===== src/bpf_pkg.sv =====
// shared types, constants and the command length table of the packet framer
// no dependencies
package bpf_pkg;

    localparam int CNT_W          = 9;
    localparam int BYTE_W         = 8;
    localparam int IDLE_W         = 16;
    localparam int CHUNK_CAP_DEF  = 384;
    localparam int QUEUE_DEPTH    = 4;
    localparam int OUT_TDATA_W    = 24;

    localparam logic [BYTE_W-1:0] CMD_SET_BUFFER = 8'hFE;
    localparam logic [BYTE_W-1:0] BUF_FULL_PAGE  = 8'h01;
    localparam logic [IDLE_W-1:0] IDLE_GAP_RST   = 16'd200;
    localparam logic [IDLE_W-1:0] IDLE_MAX       = 16'hFFFF;
    localparam logic [CNT_W-1:0]  PAGE_LEN       = 9'd256;
    localparam logic [CNT_W-1:0]  CRC_LEN        = 9'd2;
    localparam logic [CNT_W-1:0]  HDR_PAYLOAD_AT = 9'd4;

    typedef enum logic [1:0] {
        PH_WAITING,
        PH_COMMAND,
        PH_PAYLOAD
    } phase_t;

    typedef enum logic [0:0] {
        CFG_IDLE_GAP,
        CFG_LINK_READY
    } cfg_idx_t;

    typedef enum logic [0:0] {
        MODE_BYTE,
        MODE_TICK
    } mode_t;

    typedef enum logic [0:0] {
        KIND_APPEND,
        KIND_RELEASE
    } kind_t;

    typedef enum logic [1:0] {
        SLOT_PRE,
        SLOT_APP,
        SLOT_POST
    } slot_t;

    // all results caused by one input item
    typedef struct packed {
        logic              pre_vld;
        logic [CNT_W-1:0]  pre_len;
        logic              pre_pause;
        logic              pre_disc;
        logic              app_vld;
        logic [BYTE_W-1:0] app_byte;
        logic              post_vld;
        logic [CNT_W-1:0]  post_len;
        logic              post_pause;
        logic              post_disc;
    } bundle_t;

    function automatic logic [CNT_W-1:0] len_for(input logic [BYTE_W-1:0] cmd);
        logic [CNT_W-1:0] len;
        case (cmd)
            8'hFF, 8'hFE: len = 9'd6;
            8'h00:        len = 9'd21;
            8'h01, 8'h02, 8'h03, 8'h04,
            8'h05, 8'h06, 8'h07, 8'hFD: len = 9'd4;
            default:      len = 9'd1;
        endcase
        return len;
    endfunction

endpackage


===== src/bpf_front.sv =====
// front end: config registers, framing state and classification of input items
// into result bundles; depends on bpf_pkg
module bpf_front #(
    parameter int CHUNK_CAPACITY = bpf_pkg::CHUNK_CAP_DEF
) (
    input  logic                        aclk,
    input  logic                        aresetn,
    input  logic                        in_valid,
    output logic                        in_ready,
    input  logic                        in_mode,
    input  logic [bpf_pkg::BYTE_W-1:0]  in_byte,
    input  logic                        cfg_we,
    input  logic [0:0]                  cfg_addr,
    input  logic [bpf_pkg::IDLE_W-1:0]  cfg_wdata,
    input  logic                        q_full,
    output logic                        q_push,
    output bpf_pkg::bundle_t            q_entry
);

    localparam logic [bpf_pkg::CNT_W-1:0] CAP = bpf_pkg::CNT_W'(CHUNK_CAPACITY);

    bpf_pkg::phase_t                phase_reg, phase_next;
    logic [bpf_pkg::CNT_W-1:0]      pend_reg, pend_next;
    logic [bpf_pkg::CNT_W-1:0]      exp_reg, exp_next;
    logic [bpf_pkg::BYTE_W-1:0]     first_reg, first_next;
    logic [bpf_pkg::BYTE_W-1:0]     third_reg, third_next;
    logic [bpf_pkg::BYTE_W-1:0]     fourth_reg, fourth_next;
    logic                           pause_reg, pause_next;
    logic                           timer_reg, timer_next;
    logic [bpf_pkg::IDLE_W-1:0]     idle_reg, idle_next;
    logic [bpf_pkg::IDLE_W-1:0]     gap_reg;
    logic                           link_reg;

    logic                           accept;
    logic                           pre;
    logic [bpf_pkg::CNT_W-1:0]      pc_e, pc_n, exp_e, payload;
    logic                           pause_e, enter_cmd;
    bpf_pkg::phase_t                phase_e;
    logic [bpf_pkg::BYTE_W-1:0]     first_e, third_e, fourth_e;
    logic [bpf_pkg::IDLE_W-1:0]     idle_inc;

    assign in_ready = !q_full;
    assign accept   = in_valid && !q_full;

    always_ff @(posedge aclk) begin
        if (!aresetn) begin
            gap_reg  <= bpf_pkg::IDLE_GAP_RST;
            link_reg <= 1'b0;
        end else if (cfg_we) begin
            unique case (bpf_pkg::cfg_idx_t'(cfg_addr))
                bpf_pkg::CFG_IDLE_GAP:   gap_reg  <= cfg_wdata;
                bpf_pkg::CFG_LINK_READY: link_reg <= cfg_wdata[0];
                default: ;
            endcase
        end
    end

    always_ff @(posedge aclk) begin
        if (!aresetn) begin
            phase_reg  <= bpf_pkg::PH_WAITING;
            pend_reg   <= '0;
            exp_reg    <= '0;
            first_reg  <= '0;
            third_reg  <= '0;
            fourth_reg <= '0;
            pause_reg  <= 1'b0;
            timer_reg  <= 1'b0;
            idle_reg   <= '0;
        end else begin
            phase_reg  <= phase_next;
            pend_reg   <= pend_next;
            exp_reg    <= exp_next;
            first_reg  <= first_next;
            third_reg  <= third_next;
            fourth_reg <= fourth_next;
            pause_reg  <= pause_next;
            timer_reg  <= timer_next;
            idle_reg   <= idle_next;
        end
    end

    always_comb begin
        // release ahead of a byte: idle timeout or full chunk
        pre       = (timer_reg && (idle_reg >= gap_reg)) || (pend_reg >= CAP);
        enter_cmd = pre || (phase_reg == bpf_pkg::PH_WAITING);
        pc_e      = pre ? '0 : pend_reg;
        pause_e   = pre ? 1'b0 : pause_reg;
        phase_e   = enter_cmd ? bpf_pkg::PH_COMMAND : phase_reg;
        exp_e     = enter_cmd ? bpf_pkg::len_for(in_byte) : exp_reg;
        first_e   = (pc_e == 9'd0) ? in_byte : first_reg;
        third_e   = (pc_e == 9'd2) ? in_byte : third_reg;
        fourth_e  = (pc_e == 9'd3) ? in_byte : fourth_reg;
        pc_n      = pc_e + 9'd1;
        payload   = '0;
        if (first_e == bpf_pkg::CMD_SET_BUFFER && pc_n >= bpf_pkg::HDR_PAYLOAD_AT) begin
            payload = (third_e == bpf_pkg::BUF_FULL_PAGE) ? bpf_pkg::PAGE_LEN
                                                          : {1'b0, fourth_e};
        end
        idle_inc = (idle_reg == bpf_pkg::IDLE_MAX) ? idle_reg : idle_reg + 16'd1;

        phase_next  = phase_reg;
        pend_next   = pend_reg;
        exp_next    = exp_reg;
        first_next  = first_reg;
        third_next  = third_reg;
        fourth_next = fourth_reg;
        pause_next  = pause_reg;
        timer_next  = timer_reg;
        idle_next   = idle_reg;
        q_push      = 1'b0;
        q_entry     = '0;

        if (accept) begin
            unique case (bpf_pkg::mode_t'(in_mode))
                bpf_pkg::MODE_TICK: begin
                    if (timer_reg) begin
                        idle_next = idle_inc;
                        if (idle_inc >= gap_reg) begin
                            q_entry.pre_vld   = 1'b1;
                            q_entry.pre_len   = pend_reg;
                            q_entry.pre_pause = pause_reg;
                            q_entry.pre_disc  = !link_reg;
                            q_push            = (pend_reg != 9'd0);
                            phase_next = bpf_pkg::PH_WAITING;
                            pend_next  = '0;
                            exp_next   = '0;
                            timer_next = 1'b0;
                            idle_next  = '0;
                            pause_next = 1'b0;
                        end
                    end
                end
                bpf_pkg::MODE_BYTE: begin
                    q_push            = 1'b1;
                    q_entry.pre_vld   = pre && (pend_reg != 9'd0);
                    q_entry.pre_len   = pend_reg;
                    q_entry.pre_pause = pause_reg;
                    q_entry.pre_disc  = !link_reg;
                    q_entry.app_vld   = 1'b1;
                    q_entry.app_byte  = in_byte;
                    first_next  = first_e;
                    third_next  = third_e;
                    fourth_next = fourth_e;
                    timer_next  = 1'b1;
                    idle_next   = '0;
                    if (pc_n >= exp_e) begin
                        q_entry.post_vld   = 1'b1;
                        q_entry.post_len   = pc_n;
                        q_entry.post_pause = pause_e;
                        q_entry.post_disc  = !link_reg;
                        pend_next = '0;
                        if (phase_e == bpf_pkg::PH_COMMAND
                            && first_e == bpf_pkg::CMD_SET_BUFFER) begin
                            phase_next = bpf_pkg::PH_PAYLOAD;
                            exp_next   = payload + bpf_pkg::CRC_LEN;
                            pause_next = 1'b1;
                        end else begin
                            phase_next = bpf_pkg::PH_WAITING;
                            exp_next   = '0;
                            pause_next = 1'b0;
                            timer_next = 1'b0;
                        end
                    end else begin
                        phase_next = phase_e;
                        pend_next  = pc_n;
                        exp_next   = exp_e;
                        pause_next = pause_e;
                    end
                end
                default: ;
            endcase
        end
    end

endmodule


===== src/bpf_queue.sv =====
// short queue of result bundles between the front end and the output sequencer
// depends on bpf_pkg
module bpf_queue (
    input  logic              aclk,
    input  logic              aresetn,
    input  logic              push,
    input  bpf_pkg::bundle_t  push_entry,
    output logic              full,
    input  logic              pop,
    output logic              head_valid,
    output bpf_pkg::bundle_t  head_entry
);

    localparam int DEPTH = bpf_pkg::QUEUE_DEPTH;
    localparam int PTR_W = $clog2(DEPTH);
    localparam int CNT_W = $clog2(DEPTH + 1);

    bpf_pkg::bundle_t   mem_reg [DEPTH];
    logic [PTR_W-1:0]   wr_reg, wr_next;
    logic [PTR_W-1:0]   rd_reg, rd_next;
    logic [CNT_W-1:0]   cnt_reg, cnt_next;

    assign full       = (cnt_reg == CNT_W'(DEPTH));
    assign head_valid = (cnt_reg != '0);
    assign head_entry = mem_reg[rd_reg];

    always_comb begin
        wr_next  = wr_reg;
        rd_next  = rd_reg;
        cnt_next = cnt_reg;
        if (push) begin
            wr_next = (wr_reg == PTR_W'(DEPTH - 1)) ? '0 : wr_reg + PTR_W'(1);
        end
        if (pop) begin
            rd_next = (rd_reg == PTR_W'(DEPTH - 1)) ? '0 : rd_reg + PTR_W'(1);
        end
        if (push && !pop) begin
            cnt_next = cnt_reg + CNT_W'(1);
        end else if (pop && !push) begin
            cnt_next = cnt_reg - CNT_W'(1);
        end
    end

    always_ff @(posedge aclk) begin
        if (!aresetn) begin
            wr_reg  <= '0;
            rd_reg  <= '0;
            cnt_reg <= '0;
        end else begin
            wr_reg  <= wr_next;
            rd_reg  <= rd_next;
            cnt_reg <= cnt_next;
        end
    end

    always_ff @(posedge aclk) begin
        if (push) begin
            mem_reg[wr_reg] <= push_entry;
        end
    end

endmodule


===== src/bpf_back.sv =====
// back end: walks the queued bundles slot by slot into the registered output
// depends on bpf_pkg
module bpf_back (
    input  logic                          aclk,
    input  logic                          aresetn,
    input  logic                          head_valid,
    input  bpf_pkg::bundle_t              head_entry,
    output logic                          pop,
    output logic                          out_valid,
    input  logic                          out_ready,
    output logic                          out_kind,
    output logic [bpf_pkg::BYTE_W-1:0]    out_byte,
    output logic [bpf_pkg::CNT_W-1:0]     out_len,
    output logic                          out_pause,
    output logic                          out_disc,
    output logic                          out_last
);

    bpf_pkg::slot_t             step_reg, step_next;
    logic                       valid_reg, valid_next;
    logic                       kind_reg, kind_next;
    logic [bpf_pkg::BYTE_W-1:0] byte_reg, byte_next;
    logic [bpf_pkg::CNT_W-1:0]  len_reg, len_next;
    logic                       pause_reg, pause_next;
    logic                       disc_reg, disc_next;
    logic                       last_reg, last_next;
    logic                       load, use_pre, use_app, sel_last;

    assign out_valid = valid_reg;
    assign out_kind  = kind_reg;
    assign out_byte  = byte_reg;
    assign out_len   = len_reg;
    assign out_pause = pause_reg;
    assign out_disc  = disc_reg;
    assign out_last  = last_reg;

    always_comb begin
        load    = head_valid && (!valid_reg || out_ready);
        use_pre = (step_reg == bpf_pkg::SLOT_PRE) && head_entry.pre_vld;
        use_app = !use_pre && (step_reg != bpf_pkg::SLOT_POST) && head_entry.app_vld;
        if (use_pre) begin
            sel_last = !head_entry.app_vld && !head_entry.post_vld;
        end else if (use_app) begin
            sel_last = !head_entry.post_vld;
        end else begin
            sel_last = 1'b1;
        end
        pop = load && sel_last;

        step_next  = step_reg;
        valid_next = valid_reg && !out_ready;
        kind_next  = kind_reg;
        byte_next  = byte_reg;
        len_next   = len_reg;
        pause_next = pause_reg;
        disc_next  = disc_reg;
        last_next  = last_reg;
        if (load) begin
            valid_next = 1'b1;
            last_next  = sel_last;
            if (use_pre) begin
                kind_next  = bpf_pkg::KIND_RELEASE;
                byte_next  = '0;
                len_next   = head_entry.pre_len;
                pause_next = head_entry.pre_pause;
                disc_next  = head_entry.pre_disc;
                step_next  = bpf_pkg::SLOT_APP;
            end else if (use_app) begin
                kind_next  = bpf_pkg::KIND_APPEND;
                byte_next  = head_entry.app_byte;
                len_next   = '0;
                pause_next = 1'b0;
                disc_next  = 1'b0;
                step_next  = bpf_pkg::SLOT_POST;
            end else begin
                kind_next  = bpf_pkg::KIND_RELEASE;
                byte_next  = '0;
                len_next   = head_entry.post_len;
                pause_next = head_entry.post_pause;
                disc_next  = head_entry.post_disc;
            end
            if (sel_last) begin
                step_next = bpf_pkg::SLOT_PRE;
            end
        end
    end

    always_ff @(posedge aclk) begin
        if (!aresetn) begin
            step_reg  <= bpf_pkg::SLOT_PRE;
            valid_reg <= 1'b0;
        end else begin
            step_reg  <= step_next;
            valid_reg <= valid_next;
        end
    end

    always_ff @(posedge aclk) begin
        kind_reg  <= kind_next;
        byte_reg  <= byte_next;
        len_reg   <= len_next;
        pause_reg <= pause_next;
        disc_reg  <= disc_next;
        last_reg  <= last_next;
    end

endmodule


===== src/bootloader_packet_framer.sv =====
// channel     | dir | handshake              | payload
// s_axis      | in  | s_axis_tvalid/tready   | tuser: mode, tdata: data_in
// m_axis      | out | m_axis_tvalid/tready   | tuser: kind, tdata: result fields, tlast
// cfg         | in  | cfg_we (no wait)       | cfg_addr: register index, cfg_wdata
//
// an input item is taken every cycle while the four-entry bundle queue has room
// a byte yields one to three results, a tick zero or one; results leave one per
// cycle from the output register, so the output port sets the sustained rate
// each result passes through the bundle queue and then the output register before it shows
// reset is synchronous and needs no clearing pass; either side may stall freely
// top level of the packet framer; depends on bpf_pkg, bpf_front, bpf_queue, bpf_back
module bootloader_packet_framer #(
    parameter int CHUNK_CAPACITY = bpf_pkg::CHUNK_CAP_DEF
) (
    input  logic                              aclk,
    input  logic                              aresetn,
    input  logic                              s_axis_tvalid,
    output logic                              s_axis_tready,
    input  logic [bpf_pkg::BYTE_W-1:0]        s_axis_tdata,  // [7:0] data_in
    input  logic                              s_axis_tuser,  // [0] mode
    output logic                              m_axis_tvalid,
    input  logic                              m_axis_tready,
    // [7:0] data_out, [16:8] chunk_length, [17] pause_first, [18] discard, rest zero
    output logic [bpf_pkg::OUT_TDATA_W-1:0]   m_axis_tdata,
    output logic                              m_axis_tuser,  // [0] kind
    output logic                              m_axis_tlast,
    input  logic                              cfg_we,
    input  logic [0:0]                        cfg_addr,
    input  logic [bpf_pkg::IDLE_W-1:0]        cfg_wdata
);

    localparam int PAD_W = bpf_pkg::OUT_TDATA_W - bpf_pkg::BYTE_W - bpf_pkg::CNT_W - 2;

    logic                       q_full, q_push, q_pop, q_head_valid;
    bpf_pkg::bundle_t           q_entry, q_head;
    logic [bpf_pkg::BYTE_W-1:0] out_byte;
    logic [bpf_pkg::CNT_W-1:0]  out_len;
    logic                       out_pause, out_disc;

    bpf_front #(
        .CHUNK_CAPACITY (CHUNK_CAPACITY)
    ) u_front (
        .aclk      (aclk),
        .aresetn   (aresetn),
        .in_valid  (s_axis_tvalid),
        .in_ready  (s_axis_tready),
        .in_mode   (s_axis_tuser),
        .in_byte   (s_axis_tdata),
        .cfg_we    (cfg_we),
        .cfg_addr  (cfg_addr),
        .cfg_wdata (cfg_wdata),
        .q_full    (q_full),
        .q_push    (q_push),
        .q_entry   (q_entry)
    );

    bpf_queue u_queue (
        .aclk       (aclk),
        .aresetn    (aresetn),
        .push       (q_push),
        .push_entry (q_entry),
        .full       (q_full),
        .pop        (q_pop),
        .head_valid (q_head_valid),
        .head_entry (q_head)
    );

    bpf_back u_back (
        .aclk       (aclk),
        .aresetn    (aresetn),
        .head_valid (q_head_valid),
        .head_entry (q_head),
        .pop        (q_pop),
        .out_valid  (m_axis_tvalid),
        .out_ready  (m_axis_tready),
        .out_kind   (m_axis_tuser),
        .out_byte   (out_byte),
        .out_len    (out_len),
        .out_pause  (out_pause),
        .out_disc   (out_disc),
        .out_last   (m_axis_tlast)
    );

    assign m_axis_tdata = {{PAD_W{1'b0}}, out_disc, out_pause, out_len, out_byte};

endmodule


===== config.mk =====
export PLATFORM = sky130hd
export DESIGN_NAME = bootloader_packet_framer
export DESIGN_NICKNAME = d
export VERILOG_FILES = /design/src/bpf_pkg.sv /design/src/bpf_front.sv /design/src/bpf_queue.sv /design/src/bpf_back.sv /design/src/bootloader_packet_framer.sv
export SDC_FILE = /design/constraint.sdc
export NUM_CORES = 1
export LEC_CHECK = 0
export ABC_CLOCK_PERIOD_IN_PS = 4440
export BUFFER_PORTS_ARGS = -buffer_cell sky130_fd_sc_hd__buf_2
export CELL_PAD_IN_SITES_DETAIL_PLACEMENT = 0
export CELL_PAD_IN_SITES_GLOBAL_PLACEMENT = 1
export CORE_ASPECT_RATIO = 2
export CORE_MARGIN = 5
export CORE_UTILIZATION = 45
export CTS_CLUSTER_DIAMETER = 30
export DETAILED_ROUTE_END_ITERATION = 7
export GPL_ROUTABILITY_DRIVEN = 0
export GPL_TIMING_DRIVEN = 0
export PLACE_DENSITY = 0.84
export SKIP_CTS_REPAIR_TIMING = 1
export SYNTH_ARGS = -nofsm -noshare
export SYNTH_HDL_FRONTEND = slang
export SYNTH_SLANG_ARGS = --single-unit

===== constraint.sdc =====
create_clock -name aclk -period 4.44 [get_ports aclk]
set_input_delay 0.444 -clock aclk [delete_from_list [all_inputs] [get_ports aclk]]
set_output_delay 0.444 -clock aclk [all_outputs]
set_load 0.01 [all_outputs]

==> flow_summary.json <==
{
  "run_status": "finished with violations",
  "violations": "setup timing",
  "synth.top_cell.area_share_pct": 38.7,
  "cts_tree": "yes",
  "drtIter0Drc": 467,
  "ioPinCount": 59,
  "grt_max_degree": 34,
  "synth_commonest_cells": "edfxtp_1, nand2_1, dfxtp_1, ha_1, nor2b_1",
  "worst_slack_ns": -0.262,
  "fmax_mhz": 213,
  "insertion_delay_ns": 0.58,
  "grt_remaining_overflow": 0,
  "slew_headroom_pct": 39.2,
  "synthCells": 1005,
  "crit_chain": "inv_4 -> ha_4 -> nand4_4 -> or3_4 -> o311a_4 -> a21oi_4 -> buf_8 -> nor2_4 -> ha_4 -> and2_4 -> xnor2_4 -> nor2_4 -> ha_4 -> nand3_4 -> o41ai_4 -> a21boi_1 -> a21boi_4 -> buf_12 -> buf_6 -> nor4b_4 -> a211o_1",
  "rsz0062_at_grt": "yes",
  "fin_area_sq_um": 14800,
  "synth.distinct_cells": 79,
  "nFillCells": 2138,
  "drv_cap": 0,
  "min_period_ns": 4.70,
  "via_per_inst": 5.64,
  "cts_sinks": 244,
  "num_rows": 84,
  "min_path_type": "input port to flop",
  "cpMostUsedCell": "ha_4",
  "p_leak_nw": 5.38,
  "drtAntennaViolNets": 0,
  "cp.arrival_ns": 5.22,
  "synth-edff-count": 153,
  "root_buffer": "clkbuf_16",
  "syn_area_sq_um": 11900,
  "route.detailed.drc": 0,
  "required_ns": 4.96,
  "tightestPinTransition_ns": 0.912,
  "pre_cts_ws_ns": -0.932,
  "die_area_sq_um": 29900,
  "dp_hpwl_mm": 22.4,
  "synth_async_sr_flop_share_pct": 0,
  "start_util_pct": 45.4,
  "ys_seq_area_share_pct": 54.0,
  "drive_gt1_share_pct": 28.4,
  "path_class": "flop to flop",
  "fin_skew_ns": 0.0204,
  "synth_ff_type": "edfxtp_1",
  "antenna_found_initial": 0,
  "htreeDepth": 1,
  "grt_pass1_wl_mm": 46.3,
  "yosys_warnings": 0,
  "setup_viol": 57,
  "clockBufferDepth": 3,
  "clkSlewWorstSetupHoldPaths_ns": 0.06,
  "wire_per_inst_um": 20.6,
  "grt_pass1_vias": 8568,
  "largest_reg_flops": 132,
  "die_h_um": 240,
  "place.port_buffers": 47,
  "slowest_stage": "o41ai_4",
  "ys_ff_latch": 244,
  "end_kind": "flop",
  "grtUsageTotal_pct": 19.8,
  "startpoint_type": "flop",
  "placed_area_sq_um": 12700,
  "final-hold-violation-count": 0,
  "path_max_fanout": 7,
  "path_delay_family": "compound AO/OA/AOI/OAI gates",
  "yosysMostFrequentCell": "edfxtp_1",
  "numCtsBuffers": 30,
  "die_x_um": 125,
  "antennaDiodeCount": 0,
  "hold_ws_ns": 0.102,
  "yosys.area.top_type": "edfxtp_1",
  "syn_area_per_cell_sq_um": 11.8,
  "worstPathBufferInverterCount": 4,
  "powerDensity_nw_per_um2": 415,
  "synthTopCellsByArea": "edfxtp_1, dfxtp_1, mux4_2",
  "areaGrowthSynthToFinish_pct": 24.6,
  "peakVddDrop_mv": 0.330,
  "crit_path_max_incr_delay_ns": 0.43,
  "finalNetCount": 1225,
  "fin_crit_sh_pct": 106,
  "fin_util_pct": 56.5,
  "wl_mm": 31.1,
  "maxSlewViolCount": 0,
  "routed-via-count": 8518,
  "firstDrtPassIters": 5,
  "core_sq_um": 26200
}
==> layer usage <==
metal / part of all wire (%) / track usage [%]
met5: 0 / 0
met4: 8.6 / 14.3
met2: 56 / 40.0
met1: 31 / 17.6
met3: 4.2 / 2.39
==> worst min-delay path: stages <==
cell and delay (ns):
buf_2 0.08, nand2_1 0.04, o211ai_1 0.08
==> worst paths after layout <==
check                           cells after the start  slack, ns                 end                 from
worst max-delay path                               21      -0.26  u_front.exp_reg[0]  u_front.gap_reg[15]
worst min-delay path                                3       0.10  u_front.gap_reg[7]         cfg_wdata[7]
worst max register to register                     21      -0.26  u_front.exp_reg[0]  u_front.gap_reg[15]
worst min register to register                      2       0.46  u_front.gap_reg[9]   u_front.gap_reg[9]
==> kinds of logic (layout without fill, tap and decap cells) <==
family,after synthesis,in the layout,synth area share (%)
and+or+nand+nor,353,353,15.1
DFF,244,244,54.0
AOI/OAI and AO/OA,165,165,10.5
buffers and inverters,97,255,3.66
muxes,65,65,9.01
adders and majority gates,52,52,5.52
xor gates and xnor gates,28,28,2.06
other,1,5,0.0316
==> placed cells by master (no fill, tap or decap), types with 12 or more instances in the layout <==
cell	instances
nand3_1	35
xnor2_1	17
nor2_1	34
clkbuf_16	32
and2_1	16
o21ai_0	24
buf_4	51
inv_1	27
edfxtp_1	153
mux4_2	33
ha_4	12
buf_6	13
ha_1	35
a21boi_0	26
a21oi_1	18
dfxtp_1	77
nand2_1	113
buf_2	52
and3_1	28
clkbuf_1	34
mux2i_1	27
nor2b_1	42
==> where the power goes <==
group	switching (mW)	internal, mW	total, mW	leakage (nW)
Clock	1.14	1.34	2.48	0.508
Combinational	0.596	0.426	1.02	2.72
Sequential	0.0512	2.60	2.65	2.15
==> cell type report <==
type | count | area, sq um | share of cell area (%)
flip-flops and latches | 244 | 6450 | 43.6
multi-input cells | 668 | 5620 | 38.0
clock buffers | 32 | 768 | 5.19
repair buffers | 103 | 766 | 5.17
well taps | 344 | 430 | 2.91
plain buffers | 62 | 349 | 2.36
clock inverters | 24 | 275 | 1.86
inverters | 34 | 145 | 0.981
==> stage by stage <==
stage / total power, mW / TNS [ns] / cells
2_1_floorplan: 3.35 / 0 / 1009
3_3_place_gp: 3.67 / -232.62 / 1400
3_5_place_dp: 3.69 / -139.55 / 1402
4_1_cts: 6.16 / -148.95 / 1458
5_1_grt: 6.40 / -16.97 / 1511
6_report: 6.15 / -5.69 / 1511
Note: power is estimated with default switching activity, not from simulation.
